$ cat src/sra_pkg.sv
package sra_pkg;

  typedef enum logic [1:0] {
    MODE_NONE    = 2'd0,
    MODE_LEGACY  = 2'd1,
    MODE_PERSIST = 2'd2
  } mode_t;

  typedef enum logic [1:0] {
    KIND_RESERVE = 2'd0,
    KIND_RELEASE = 2'd1,
    KIND_CHECK   = 2'd2,
    KIND_PR_SET  = 2'd3
  } kind_t;

  localparam logic [4:0] SA_MASK      = 5'h1F;
  localparam logic [4:0] SA_READCAP16 = 5'h10;

  localparam logic [3:0] PR_NONE     = 4'd0;
  localparam logic [3:0] PR_WE       = 4'd1;
  localparam logic [3:0] PR_EA       = 4'd3;
  localparam logic [3:0] PR_WE_RO    = 4'd5;
  localparam logic [3:0] PR_EA_RO    = 4'd6;
  localparam logic [3:0] PR_WE_AR    = 4'd7;
  localparam logic [3:0] PR_EA_AR    = 4'd8;

  localparam logic [7:0] OP_TEST_UNIT_READY = 8'h00;
  localparam logic [7:0] OP_REQUEST_SENSE   = 8'h03;
  localparam logic [7:0] OP_READ6           = 8'h08;
  localparam logic [7:0] OP_WRITE6          = 8'h0A;
  localparam logic [7:0] OP_INQUIRY         = 8'h12;
  localparam logic [7:0] OP_RELEASE         = 8'h17;
  localparam logic [7:0] OP_MODE_SENSE      = 8'h1A;
  localparam logic [7:0] OP_START_STOP      = 8'h1B;
  localparam logic [7:0] OP_READ_CAPACITY   = 8'h25;
  localparam logic [7:0] OP_READ10          = 8'h28;
  localparam logic [7:0] OP_WRITE10         = 8'h2A;
  localparam logic [7:0] OP_WRITE_VERIFY    = 8'h2E;
  localparam logic [7:0] OP_VERIFY10        = 8'h2F;
  localparam logic [7:0] OP_SYNC_CACHE      = 8'h35;
  localparam logic [7:0] OP_PR_IN           = 8'h5E;
  localparam logic [7:0] OP_PR_OUT          = 8'h5F;
  localparam logic [7:0] OP_READ16          = 8'h88;
  localparam logic [7:0] OP_WRITE16         = 8'h8A;
  localparam logic [7:0] OP_VERIFY16        = 8'h8F;
  localparam logic [7:0] OP_WRITE_SAME16    = 8'h93;
  localparam logic [7:0] OP_SERVICE_IN      = 8'h9E;
  localparam logic [7:0] OP_REPORT_LUNS     = 8'hA0;
  localparam logic [7:0] OP_READ12          = 8'hA8;
  localparam logic [7:0] OP_WRITE12         = 8'hAA;

  function automatic logic is_readcap16(input logic [7:0] second);
    is_readcap16 = ((second[4:0] & SA_MASK) == SA_READCAP16);
  endfunction

  function automatic logic check_legacy(input logic [7:0] op, input logic [7:0] second);
    logic res;
    res = 1'b1;
    unique case (op)
      OP_INQUIRY, OP_RELEASE, OP_REPORT_LUNS, OP_REQUEST_SENSE, OP_READ_CAPACITY: begin
        res = 1'b0;
      end
      OP_SERVICE_IN: begin
        res = !is_readcap16(second);
      end
      default: begin
        res = 1'b1;
      end
    endcase
    check_legacy = res;
  endfunction

  function automatic logic check_persistent(input logic [7:0] op, input logic [7:0] second,
                                            input logic reg_ok, input logic [3:0] t);
    logic we;
    logic ea;
    logic we_ro;
    logic ea_ro;
    logic res;
    we    = (t == PR_WE);
    ea    = (t == PR_EA);
    we_ro = (t == PR_WE_RO) || (t == PR_WE_AR);
    ea_ro = (t == PR_EA_RO) || (t == PR_EA_AR);
    res   = 1'b1;
    unique case (op)
      OP_INQUIRY, OP_TEST_UNIT_READY, OP_PR_IN, OP_PR_OUT,
      OP_REPORT_LUNS, OP_REQUEST_SENSE, OP_READ_CAPACITY, OP_START_STOP: begin
        res = 1'b0;
      end
      OP_MODE_SENSE, OP_WRITE6, OP_WRITE10, OP_WRITE12, OP_WRITE16,
      OP_WRITE_SAME16, OP_WRITE_VERIFY, OP_SYNC_CACHE: begin
        res = we || ea || ((we_ro || ea_ro) && !reg_ok);
      end
      OP_READ6, OP_READ10, OP_READ12, OP_READ16, OP_VERIFY10, OP_VERIFY16: begin
        res = ea || (ea_ro && !reg_ok);
      end
      OP_SERVICE_IN: begin
        res = !is_readcap16(second);
      end
      default: begin
        res = 1'b1;
      end
    endcase
    check_persistent = res;
  endfunction

endpackage

$ cat src/scsi_reservation_access_check.sv
// Channel  Handshake                 Payload
// input    in_valid / in_stall       kind, session_id, force_req, opcode, second_byte,
//                                    registered, pr_type_code
// output   out_valid / out_stall     status
//
// Each word passes an input register and then a result register before its status is offered,
// and one word can be accepted every cycle while the output is not stalled.
// The reservation state is updated as the result register is loaded, so the next
// word is decided against the updated state. Synchronous reset clears the state
// to no reservation. A stalled result holds the result register and, once the
// input register is also full, the input side stalls.
module scsi_reservation_access_check
  import sra_pkg::*;
(
  input  logic        clk,
  input  logic        rst,
  input  logic        in_valid,
  output logic        in_stall,
  input  logic [1:0]  kind,
  input  logic [63:0] session_id,
  input  logic        force_req,
  input  logic [7:0]  opcode,
  input  logic [7:0]  second_byte,
  input  logic        registered,
  input  logic [3:0]  pr_type_code,
  output logic        out_valid,
  input  logic        out_stall,
  output logic        status
);

  logic        s1_valid;
  kind_t       s1_kind;
  logic [63:0] s1_session;
  logic        s1_force;
  logic [7:0]  s1_opcode;
  logic [7:0]  s1_second;
  logic        s1_registered;
  logic [3:0]  s1_code;

  mode_t       reserve_mode;
  logic [63:0] holder_session;
  logic [3:0]  persistent_kind;

  mode_t       reserve_mode_next;
  logic [63:0] holder_session_next;
  logic [3:0]  persistent_kind_next;
  logic        status_next;

  logic        advance;
  logic        take;
  logic        reserved;
  logic        is_holder;

  assign advance  = s1_valid && (!out_valid || !out_stall);
  assign in_stall = s1_valid && !advance;
  assign take     = in_valid && !in_stall;

  assign reserved  = (reserve_mode != MODE_NONE);
  assign is_holder = (holder_session == s1_session);

  always_comb begin
    reserve_mode_next    = reserve_mode;
    holder_session_next  = holder_session;
    persistent_kind_next = persistent_kind;
    status_next          = 1'b0;
    unique case (s1_kind)
      KIND_RESERVE: begin
        if (reserved && !is_holder) begin
          status_next = 1'b1;
        end else begin
          reserve_mode_next   = MODE_LEGACY;
          holder_session_next = s1_session;
        end
      end
      KIND_RELEASE: begin
        if (reserve_mode == MODE_LEGACY && (s1_force || is_holder)) begin
          reserve_mode_next   = MODE_NONE;
          holder_session_next = '0;
        end else begin
          status_next = 1'b1;
        end
      end
      KIND_CHECK: begin
        if (!reserved || is_holder) begin
          status_next = 1'b0;
        end else if (reserve_mode == MODE_LEGACY) begin
          status_next = check_legacy(s1_opcode, s1_second);
        end else begin
          status_next = check_persistent(s1_opcode, s1_second, s1_registered,
                                         persistent_kind);
        end
      end
      KIND_PR_SET: begin
        if (s1_code == PR_NONE) begin
          reserve_mode_next    = MODE_NONE;
          holder_session_next  = '0;
          persistent_kind_next = PR_NONE;
        end else begin
          reserve_mode_next    = MODE_PERSIST;
          holder_session_next  = s1_session;
          persistent_kind_next = s1_code;
        end
      end
      default: begin
        status_next = 1'b0;
      end
    endcase
  end

  always_ff @(posedge clk) begin
    if (rst) begin
      s1_valid        <= 1'b0;
      out_valid       <= 1'b0;
      reserve_mode    <= MODE_NONE;
      holder_session  <= '0;
      persistent_kind <= PR_NONE;
    end else begin
      if (take) begin
        s1_valid <= 1'b1;
      end else if (advance) begin
        s1_valid <= 1'b0;
      end
      if (advance) begin
        out_valid       <= 1'b1;
        reserve_mode    <= reserve_mode_next;
        holder_session  <= holder_session_next;
        persistent_kind <= persistent_kind_next;
      end else if (!out_stall) begin
        out_valid <= 1'b0;
      end
    end
  end

  always_ff @(posedge clk) begin
    if (take) begin
      s1_kind       <= kind_t'(kind);
      s1_session    <= session_id;
      s1_force      <= force_req;
      s1_opcode     <= opcode;
      s1_second     <= second_byte;
      s1_registered <= registered;
      s1_code       <= pr_type_code;
    end
    if (advance) begin
      status <= status_next;
    end
  end

endmodule

$ cat config.mk
export PLATFORM = sky130hd
export DESIGN_NAME = scsi_reservation_access_check
export DESIGN_NICKNAME = d
export VERILOG_FILES = /design/src/sra_pkg.sv /design/src/scsi_reservation_access_check.sv
export SDC_FILE = /design/constraint.sdc
export NUM_CORES = 1
export LEC_CHECK = 0
export ABC_AREA = 1
export BUFFER_PORTS_ARGS = -buffer_cell sky130_fd_sc_hd__buf_2
export CORE_MARGIN = 1.5
export CORE_UTILIZATION = 58
export DETAILED_ROUTE_END_ITERATION = 6
export MAX_ROUTING_LAYER = met4
export PLACE_DENSITY = 0.8
export SYNTH_ARGS = -nofsm -noshare
export SYNTH_HDL_FRONTEND = slang
export SYNTH_SLANG_ARGS = --single-unit
$ cat constraint.sdc
create_clock -name clk -period 3.38 [get_ports clk]
set_input_delay 0 -clock clk [delete_from_list [all_inputs] [get_ports clk]]
set_output_delay 0 -clock clk [all_outputs]
set_load 0.01 [all_outputs]
# Yosys cells after proc, flatten, opt, wreduce, memory -nomap -nowiden
# Index checks and enable logic that the tools add are counted.
[word_totals] ff_bits=158 in_bits=92 wordCells=107
[classes] n_eq_ne=38 mux=20 reduce_logical=36
[ops] operator="$mux 64" n=3
[ops] operator="$pmux 64 s3" n=1
[ops] operator="$eq 64x64->1" n=1
[ops] operator="$eq 8x8->1 const B" n=8
[ops] operator="$eq 8x6->1 const B" n=6
[ops] operator="$eq 8x5->1 const B" n=4
[ops] operator="$eq 8x4->1 const B" n=2
[ops] operator="$eq 8x7->1 const B" n=2
[ops] operator="$reduce_or 8->1" n=2
[ops] operator="$eq 4x3->1 const B" n=3
[ops] operator="$logic_or 1x1->1" n=9
[ops] operator="$eq 8x2->1 const B" n=1
[ops] operator="$logic_not 1->1" n=8
[ops] operator="$logic_not 8->1" n=1
[ops] operator="$mux 1" n=8
[ops] operator="$logic_and 1x1->1" n=7
[ops] operator="$mux 2" n=3
[ops] operator="$pmux 2 s3" n=1
[ops] operator="$reduce_or 6->1" n=1
[ops] operator="$eq 5x5->1 const B" n=1
[ops] operator="$reduce_or 5->1" n=1
[ops] operator="$eq 2x1->1 const B" n=2
[ops] operator="$eq 2x2->1 const B" n=2
[ops] operator="$eq 4x1->1 const B" n=1
[ops] operator="14 further kinds" n=16

# Depth between registers and ports, before layout
# Gate-level depths: netlist of run 1.
[logic_depth] ltp_word=9 mapped_depth=17 mapped_depth_nobuf=15

# Worst setup path before layout of run 1
# Ideal clock, no wire load.
[synth_timing] path_kind="reg-to-reg" start="register out_valid" end="register s1_code[0] (enable)" arrival_ps=2274 t_required_ps=2941 setup_slack_ps=667 path_stages_with_launch=6 synth_period_minus_slack_ps=2713 cell_sequence="dfxtp_1 > nand2_1 > nor2_1 > inv_1 > nand2_1 > inv_1"
[synth_between] elab_chain_cells=7
[synth_lines] item="start, declared" line="scsi_reservation_access_check.sv:26" source="output logic out_valid,"
[synth_lines] item="start signal, assigned" line="scsi_reservation_access_check.sv:113" source="out_valid <= 1'b0;"
[synth_lines] item="start signal, assigned" line="scsi_reservation_access_check.sv:124" source="out_valid <= 1'b1;"
[synth_lines] item="start signal, assigned" line="scsi_reservation_access_check.sv:129" source="out_valid <= 1'b0;"
[synth_lines] item="$logic_not 1->1" line="scsi_reservation_access_check.sv:54" source="assign advance = s1_valid && (!out_valid || !out_stall);"
[synth_lines] item="$logic_or 1x1->1" line="scsi_reservation_access_check.sv:54"
[synth_lines] item="$logic_and 1x1->1" line="scsi_reservation_access_check.sv:54"
[synth_lines] item="$logic_not 1->1" line="scsi_reservation_access_check.sv:55" source="assign in_stall = s1_valid && !advance;"
[synth_lines] item="$logic_and 1x1->1" line="scsi_reservation_access_check.sv:55"
[synth_lines] item="named net in_stall" line="scsi_reservation_access_check.sv:18" source="output logic in_stall,"
[synth_lines] item="$logic_not 1->1" line="scsi_reservation_access_check.sv:56" source="assign take = in_valid && !in_stall;"
[synth_lines] item="$logic_and 1x1->1" line="scsi_reservation_access_check.sv:56"
[synth_lines] item="named net take" line="scsi_reservation_access_check.sv:50" source="logic take;"
[synth_lines] item="end signal, assigned" line="scsi_reservation_access_check.sv:142" source="s1_code <= pr_type_code;"
[synth_lines] item="end, declared" line="scsi_reservation_access_check.sv:38" source="logic [3:0] s1_code;"
# The timed path passes the listed nets, and every way through them passes these cells.
# A chain may end at the register's enable or synchronous reset.

# Worst setup path after layout of run 1
[layout_timing] start="register s1_session[51]" end="register holder_session[35]"
[layout_between] elab_chain_cells=5 elab_cells_between_ends=8
[layout_lines] item="start, declared" line="scsi_reservation_access_check.sv:33" source="logic [63:0] s1_session;"
[layout_lines] item="start signal, assigned" line="scsi_reservation_access_check.sv:137" source="s1_session <= session_id;"
[layout_lines] item="$eq 64x64->1 *" line="scsi_reservation_access_check.sv:59" source="assign is_holder = (holder_session == s1_session);"
[layout_lines] item="$logic_or 1x1->1 or $logic_not 1->1 (tied branches)" line="scsi_reservation_access_check.sv:76, scsi_reservation_access_check.sv:68"
[layout_lines] item="$logic_and 1x1->1, on equally long branches" line="scsi_reservation_access_check.sv:76, scsi_reservation_access_check.sv:68"
[layout_lines] item="$ne 2x2->1 (no source line)"
[layout_lines] item="$reduce_and 4->1 (no source line) *"
[layout_lines] item="end signal, assigned" line="scsi_reservation_access_check.sv:126" source="holder_session <= holder_session_next;"
[layout_lines] item="end, declared" line="scsi_reservation_access_check.sv:41" source="logic [63:0] holder_session;"
# Every way passes the cells marked *; elsewhere a longest branch is shown, timed or not.

==> out/summary.log, run 1 <==
INFO  routing        routed_via_density=4.91
INFO  timing         fmax=373MHz
INFO  timing         grt_setup_unrepaired=no
INFO  critical_path  timing.rr.end=holder_session[35]
INFO  critical_path  critical_path_data_arrival_time=2970ps
INFO  die            floorplan.die_area=0.0134sqmm
INFO  yosys          proportion_of_register_bits_with_asynchronous_set_or_reset_after_synthesis=0%
INFO  die            floorplan.initialDensity=59.1%
INFO  critical_path  r2r_slack=700ps
INFO  routing        number_of_violations_reported_at_the_end_of_detailed_routing_iteration_0=517
INFO  yosys          synth-warning-count=0
INFO  timing         timing.final.hold_violations=0
INFO  routing        drtAntennaViolNets=0
INFO  yosys          synthesis.instances=963
INFO  timing         final_slew_viol_count=0
INFO  critical_path  worstSetupStartpointType=flop
INFO  cells_and_area area_growth_syn_to_layout=27.3%
INFO  clocking       cts_root_buf=sky130_fd_sc_hd__clkbuf_16
INFO  global_routing grt_overflow_total=0
INFO  place          total_half_perimeter_wirelength_after_legalization_and_detailed_placement=9210um
INFO  clocking       clock_tree.htree_level_count=4
INFO  die            floorplan.io_pins=95
INFO  routing        totalWireLength=16700um
INFO  critical_path  reg2reg_from=s1_session[51]
INFO  clocking       cts-buffers-inserted=17
INFO  run            timing.max_cap.violations=0
INFO  yosys          synthesis.area=0.00740sqmm
INFO  yosys          top_count_cell_post_synth=sky130_fd_sc_hd__nand2_1
INFO  die            core-area=0.0125sqmm
INFO  critical_path  worst_r2r_path_depth=15
INFO  clocking       post_cts_setup_buffer_count=0
INFO  die            die_h=116um
INFO  place          io_buffer_count=91
INFO  timing         worst_clock_skew=6.25ps
INFO  pwr            power.total=4.73mW
INFO  critical_path  endpoint_kind=flop
INFO  critical_path  critPathRequiredTime=3670ps
INFO  min_path       whs_endpoint=holder_session[24]
INFO  die            num_rows=41
INFO  routing        routed_wire_length_per_instance=12.8um
INFO  timing         postLayoutSetupSlackWorst=698ps
INFO  routing        drcViolationCount=0
INFO  clocking       tritoncts=done
INFO  yosys          syn_avg_cell_area=7.69squm
INFO  clocking       insertion_delay=420ps
INFO  cells_and_area drive_above_1_share=11.6%
INFO  min_path       hold_path_depth=2
INFO  global_routing first_global_vias=6085
INFO  clocking       cts.sink_count=158
INFO  yosys          synth_net_count=1055
INFO  min_path       worst_hold_startpoint=rst
INFO  routing        detail_route.first_pass.iterations=6
INFO  routing        via_count=6448
INFO  die            dieWidth=116um
INFO  pwr            power_density=502mW/mm^2
INFO  critical_path  timing_worst_setup_path_type=flop to flop
INFO  yosys          synth.top_cells.by_area=sky130_fd_sc_hd__edfxtp_1, sky130_fd_sc_hd__dfxtp_1, sky130_fd_sc_hd__nand2_1
INFO  timing         period_share=79.4%
INFO  cells_and_area diode_insertion_count_for_antenna_repair=0
INFO  timing         report.final.setup_viol=0
INFO  outcome        status=finished clean
INFO  yosys          ys_dominant_reg_cell=sky130_fd_sc_hd__edfxtp_1
INFO  min_path       min_path_type=input port to flop
INFO  yosys          post-synth-top-area-cell=sky130_fd_sc_hd__edfxtp_1
INFO  clocking       clk_pin_slew=60ps
INFO  yosys          synth_seq_cells=158
INFO  global_routing antenna_found_initial=0
INFO  cells_and_area nFillCells=914
INFO  yosys          synthTopCellsByCount=sky130_fd_sc_hd__nand2_1, sky130_fd_sc_hd__nor2_1, sky130_fd_sc_hd__inv_1
INFO  timing         tightest_slew=1100ps
INFO  global_routing grt.total_usage=26.7%
INFO  timing         tns=0ps
INFO  yosys          yosysUniqueCellTypes=25
INFO  pwr            max-vdd-ir-drop=0.467mV
INFO  yosys          edff_count_synth=86
INFO  critical_path  worst-path-max-fanout=22
INFO  cells_and_area final_nets=1219
INFO  global_routing pin_count_of_the_biggest_net_entering_global_routing=96
INFO  yosys          seq_area_frac_synth=54.4%
INFO  pwr            static-leakage-power=4.25nW
INFO  timing         final.min_clock_period=2680ps
INFO  place          place.gp.congestion=0.873
INFO  cells_and_area layout_cells_excl_fill=1312
INFO  clocking       clock_path_buffers=2
INFO  place          post-place-cells=1193
INFO  yosys          post-synth-top-area-fraction=34.9%
INFO  global_routing grt_pass1_wl=26900um
INFO  timing         max-slew-margin-rel=26.8%
INFO  place          pre_cts_setup_slack=752ps
## critical path, stage by stage (launching register included)
cell and delay, ps:
sky130_fd_sc_hd__edfxtp_1 390, sky130_fd_sc_hd__inv_1 70, sky130_fd_sc_hd__nand2_1 70, sky130_fd_sc_hd__nand2_1 50, sky130_fd_sc_hd__nor2_1 100, sky130_fd_sc_hd__nand2_1 80, sky130_fd_sc_hd__nor2_1 150, sky130_fd_sc_hd__nand2_1 90
sky130_fd_sc_hd__nor2_1 100, sky130_fd_sc_hd__nand2_1 110, sky130_fd_sc_hd__nand3_1 120, sky130_fd_sc_hd__nand2_1 80, sky130_fd_sc_hd__inv_2 250, sky130_fd_sc_hd__nand2_1 570, sky130_fd_sc_hd__nand2_1 210, sky130_fd_sc_hd__a21oi_1 90
## state kept, by name (all words and copies together) (netlist names)
| name | flops |
|---|---|
| s1_session | 64 |
| s1_code | 4 |
| s1_kind | 2 |
| s1_force | 1 |
| status | 1 |
| holder_session | 64 |
| reserve_mode | 2 |
| s1_opcode | 8 |
| out_valid | 1 |
| s1_registered | 1 |
| s1_valid | 1 |
| s1_second | 5 |
| persistent_kind | 4 |
## how the worst max path moves through the flow
stage / start / end / slack [ps]
floorplan: out_valid / s1_code[0] / 670
global placement: s1_session[34] / holder_session[6] / 790
detailed placement: s1_session[41] / holder_session[42] / 750
CTS: s1_session[41] / holder_session[3] / 740
global route: holder_session[35] / holder_session[0] / 440
finish: s1_session[51] / holder_session[35] / 700
## through the flow
step                      area [sq um]  hold slack (ps)  util [%]
after floorplan                   7400             98.9         -
after global placement            7940              176      63.4
after detailed placement          7940              178      63.4
after CTS                         9430             39.6      75.3
after global routing              9430             61.6      75.3
final                             9430             49.2      75.3
## report_power, final
group	switching (mW)	leakage (nW)	internal, mW	total (mW)
combinational	0.285	2.53	0.227	0.512
clock	0.766	0.302	1.23	2.00
sequential	0.0771	1.43	2.15	2.22
total	1.13	4.25	3.61	4.73
## kinds of logic (layout without fill, tap and decap cells)
kind of cell / Yosys count / after routing / share of synthesized area (%)
AND/OR/NAND/NOR: 542 / 542 / 29.1
flip-flops: 158 / 158 / 54.4
AO/OA/AOI/OAI: 88 / 88 / 6.17
XOR/XNOR: 10 / 10 / 1.18
buffers and inverters: 165 / 342 / 9.14
## layout by cell type, fill, tap and decap left out, drive strengths merged, types with 6 or more instances in the layout
| master | n |
|---|---|
| a21oi | 72 |
| buf | 98 |
| clkbuf | 17 |
| clkinv | 9 |
| dfxtp | 72 |
| dlygate4sd3 | 87 |
| edfxtp | 86 |
| inv | 126 |
| nand2 | 298 |
| nand3 | 78 |
| nor2 | 154 |
| nor3 | 6 |
| o21ai | 11 |
| xor2 | 10 |
## layout make-up
cell class              instances  area (sq um)  share of cell area, %
clock buffers                  17           425                   4.51
clock inverters                15           194                   2.06
inverters                     125           470                   4.99
multi-input cells             640          2710                   28.7
flip-flops and latches        158          4020                   42.7
well taps                     172           215                   2.28
repair buffers                185          1390                   14.8
## metal layers
metal	track usage, %	share of wire (%)
met5	-	0
met4	9.02	1.7
met3	5.86	3.7
met2	47.0	51
met1	29.9	44
## repair_timing
item / CTS / global route
hold buffers: 87 / 0
resized for setup: 0 / 0
setup endpoints to repair: 0 / 0
hold endpoints to repair: 87 / 0
Power figures use the tool's default switching activity.
==> run 2: changes to the inputs <==
clock period = 2.6 ns   (was 3.38 ns; I/O delays follow)
==> out/summary.log, run 2 (synthesis gave the netlist of run 1 again) <==
INFO  die            die_h=116um [unchanged]
INFO  cells_and_area largest_registers=holder_session: 64 flops, s1_session: 64 flops, s1_opcode: 8 flops [unchanged]
INFO  routing        number_of_violations_reported_at_the_end_of_detailed_routing_iteration_0=631 [was 517]
INFO  critical_path  critPathRequiredTime=2920ps [was 3670 ps]
INFO  clocking       cts_root_buf=sky130_fd_sc_hd__clkbuf_16 [unchanged]
INFO  critical_path  timing_worst_setup_path_type=flop to flop [unchanged]
INFO  cells_and_area nFillCells=886 [was 914]
INFO  clocking       insertion_delay=430ps [was 420 ps]
INFO  clocking       cts.sink_count=158 [unchanged]
INFO  cells_and_area final_common_cell=sky130_fd_sc_hd__nand2_1 [unchanged]
INFO  place          place.gp.congestion=0.874 [was 0.873]
INFO  timing         timing.final.hold_violations=0 [unchanged]
INFO  global_routing grt_pass1_wl=28200um [was 26900 um]
INFO  global_routing antenna_found_initial=1 [was 0]
INFO  routing        top_layer=met4 [unchanged]
INFO  clocking       clock_tree.htree_level_count=4 [unchanged]
INFO  routing        routed_wire_length_per_instance=13.3um [was 12.8 um]
INFO  min_path       min_path_type=input port to flop [unchanged]
INFO  critical_path  critical_path_data_arrival_time=2600ps [was 2970 ps]
INFO  cells_and_area area_growth_syn_to_layout=29.2% [was 27.3%]
INFO  timing         report.final.setup_viol=0 [unchanged]
INFO  timing         tns=0ps [unchanged]
INFO  global_routing first_global_vias=6282 [was 6085]
INFO  timing         tightest_slew=643ps [was 1100 ps]
INFO  routing        met3_wirelength=831um [was 615 um]
INFO  routing        met1_length=7130um [was 7290 um]
INFO  timing         worst_clock_skew=13.0ps [was 6.25 ps]
INFO  place          dpl_cell_area=0.00804sqmm [was 0.00794 sq mm]
INFO  global_routing grt.total_usage=28.2% [was 26.7%]
INFO  clocking       clock_path_buffers=2 [unchanged]
INFO  critical_path  r2r_slack=320ps [was 700 ps]
INFO  cells_and_area layout.core_utilization=76.4% [was 75.3%]
INFO  outcome        status=finished clean [unchanged]
INFO  cells_and_area area_of_the_multi_input_gates=0.00271sqmm [unchanged]
INFO  die            core-area=0.0125sqmm [unchanged]
INFO  die            floorplan.io_pins=95 [unchanged]
INFO  pwr            power_density=666mW/mm^2 [was 502 mW/mm^2]
INFO  routing        metal2_wl=9020um [was 8530 um]
INFO  pwr            max-vdd-ir-drop=0.574mV [was 0.467 mV]
INFO  routing        drtAntennaViolNets=0 [unchanged]
INFO  clocking       clk_pin_slew=60ps [about the same]
INFO  timing         final_slew_viol_count=0 [unchanged]
INFO  critical_path  worstSetupStartpointType=flop [unchanged]
INFO  timing         fmax=438MHz [was 373 MHz]
INFO  run            timing.max_cap.violations=0 [unchanged]
INFO  place          total_half_perimeter_wirelength_after_legalization_and_detailed_placement=9460um [was 9210 um]
INFO  clocking       cts-buffers-inserted=17 [unchanged]
INFO  clocking       number_of_gates_resized_after_cts=0 [unchanged]
INFO  routing        via_count=6678 [was 6448]
INFO  cells_and_area stdcell_area=0.00957sqmm [was 0.00943 sq mm]
INFO  routing        detail_route.first_pass.iterations=5 [was 6]
INFO  die            dieWidth=116um [unchanged]
INFO  routing        drcViolationCount=0 [unchanged]
INFO  die            num_rows=41 [unchanged]
INFO  place          io_buffer_count=91 [unchanged]
INFO  die            floorplan.initialDensity=59.1% [unchanged]
INFO  die            floorplan.die_area=0.0134sqmm [unchanged]
INFO  timing         final.min_clock_period=2280ps [was 2680 ps]
INFO  global_routing grt_overflow_total=0 [unchanged]
INFO  cells_and_area final_nets=1224 [was 1219]
INFO  routing        totalWireLength=17500um [was 16700 um]
INFO  critical_path  endpoint_kind=flop [unchanged]
INFO  clocking       tritoncts=done [unchanged]
INFO  cells_and_area drive_above_1_share=11.7% [was 11.6%]
INFO  cells_and_area final-seq-area=0.00402sqmm [unchanged]
INFO  timing         period_share=87.7% [was 79.4%]
INFO  routing        routed_via_density=5.07 [was 4.91]
INFO  global_routing pin_count_of_the_biggest_net_entering_global_routing=59 [was 96]
INFO  critical_path  worst-path-max-fanout=55 [was 22]
INFO  timing         grt_setup_unrepaired=no [unchanged]
INFO  pwr            static-leakage-power=4.31nW [was 4.25 nW]
INFO  cells_and_area layout_common_cells=sky130_fd_sc_hd__nand2_1, sky130_fd_sc_hd__nor2_1, sky130_fd_sc_hd__inv_1, sky130_fd_sc_hd__buf_2, sky130_fd_sc_hd__dlygate4sd3_1 [unchanged]
INFO  timing         max-slew-margin-rel=57.1% [was 26.8%]
## run 2: changes by cell type in the layout (fill, tap and decap cells not counted), sizes merged
cell | previous run | this run
buf | 98 | 103
clkinv | 9 | 4
clkbuf | 17 | 20
bufinv | 4 | 6
clkinvlp | 1 | 2
diode | 0 | 1
inv | 126 | 125
## run 2: final timing paths
kind / start / endpoint / cells after the start
worst min-delay path: rst / holder_session[39] / 3
worst min register to register: holder_session[1] / holder_session[1] / 2
worst max register to register: s1_session[34] / holder_session[51] / 15
worst max-delay path: s1_session[34] / holder_session[51] / 15
## run 2: area by class of cell
class                           instances  area share [%]
Sequential cell                       158            42.1
Clock inverter                         12            2.28
Inverter                              125            4.94
Antenna cell                            1          0.0262
Timing Repair Buffer                  190            15.6
Tap cell                              172            2.25
Multi-Input combinational cell        640            28.3
Clock buffer                           20            4.56
## run 2: critical path: stages, from the launching register on
cell and delay, ps:
sky130_fd_sc_hd__edfxtp_1 420, sky130_fd_sc_hd__nor2_1 150, sky130_fd_sc_hd__nor2_1 80, sky130_fd_sc_hd__nor2_1 80
sky130_fd_sc_hd__nand2_1 60, sky130_fd_sc_hd__nor2_1 200, sky130_fd_sc_hd__nand2_1 100, sky130_fd_sc_hd__nor2_1 100
sky130_fd_sc_hd__nand2_1 120, sky130_fd_sc_hd__nand3_1 130, sky130_fd_sc_hd__nand2_1 90, sky130_fd_sc_hd__inv_2 120
sky130_fd_sc_hd__buf_12 240, sky130_fd_sc_hd__nand3_1 140, sky130_fd_sc_hd__nand2_1 80, sky130_fd_sc_hd__nor2_1 40
## run 2: stage by stage
stage          hold WS [ps]  power (mW)  setup slack (ps)  cells
2_1_floorplan          98.9        3.33               115    963
3_3_place_gp            176        3.49               565   1198
3_5_place_dp            178        3.51               503   1198
4_1_cts                70.0        6.37               405   1317
5_1_grt                90.8        6.59               177   1318
6_report               86.3        6.37               319   1318
## run 2: where the power goes
group | internal, mW | total, mW | switching [mW]
combinational | 0.314 | 0.695 | 0.381
sequential | 2.79 | 2.89 | 0.100
clock | 1.80 | 2.78 | 0.988
total | 4.90 | 6.37 | 1.47
## run 2: layer usage
layer  vias up  track usage [%]
met2       224             48.4
met1      3038             30.8
li1       3361                -
met4         0             13.1
met5         -                -
met3        55             7.01
## run 2: repair_timing
| action | 4_1_cts | 5_1_grt |
|---|---|---|
| setup buffers | 0 | 0 |
| hold endpoints to repair | 87 | 0 |
| hold buffers | 87 | 0 |
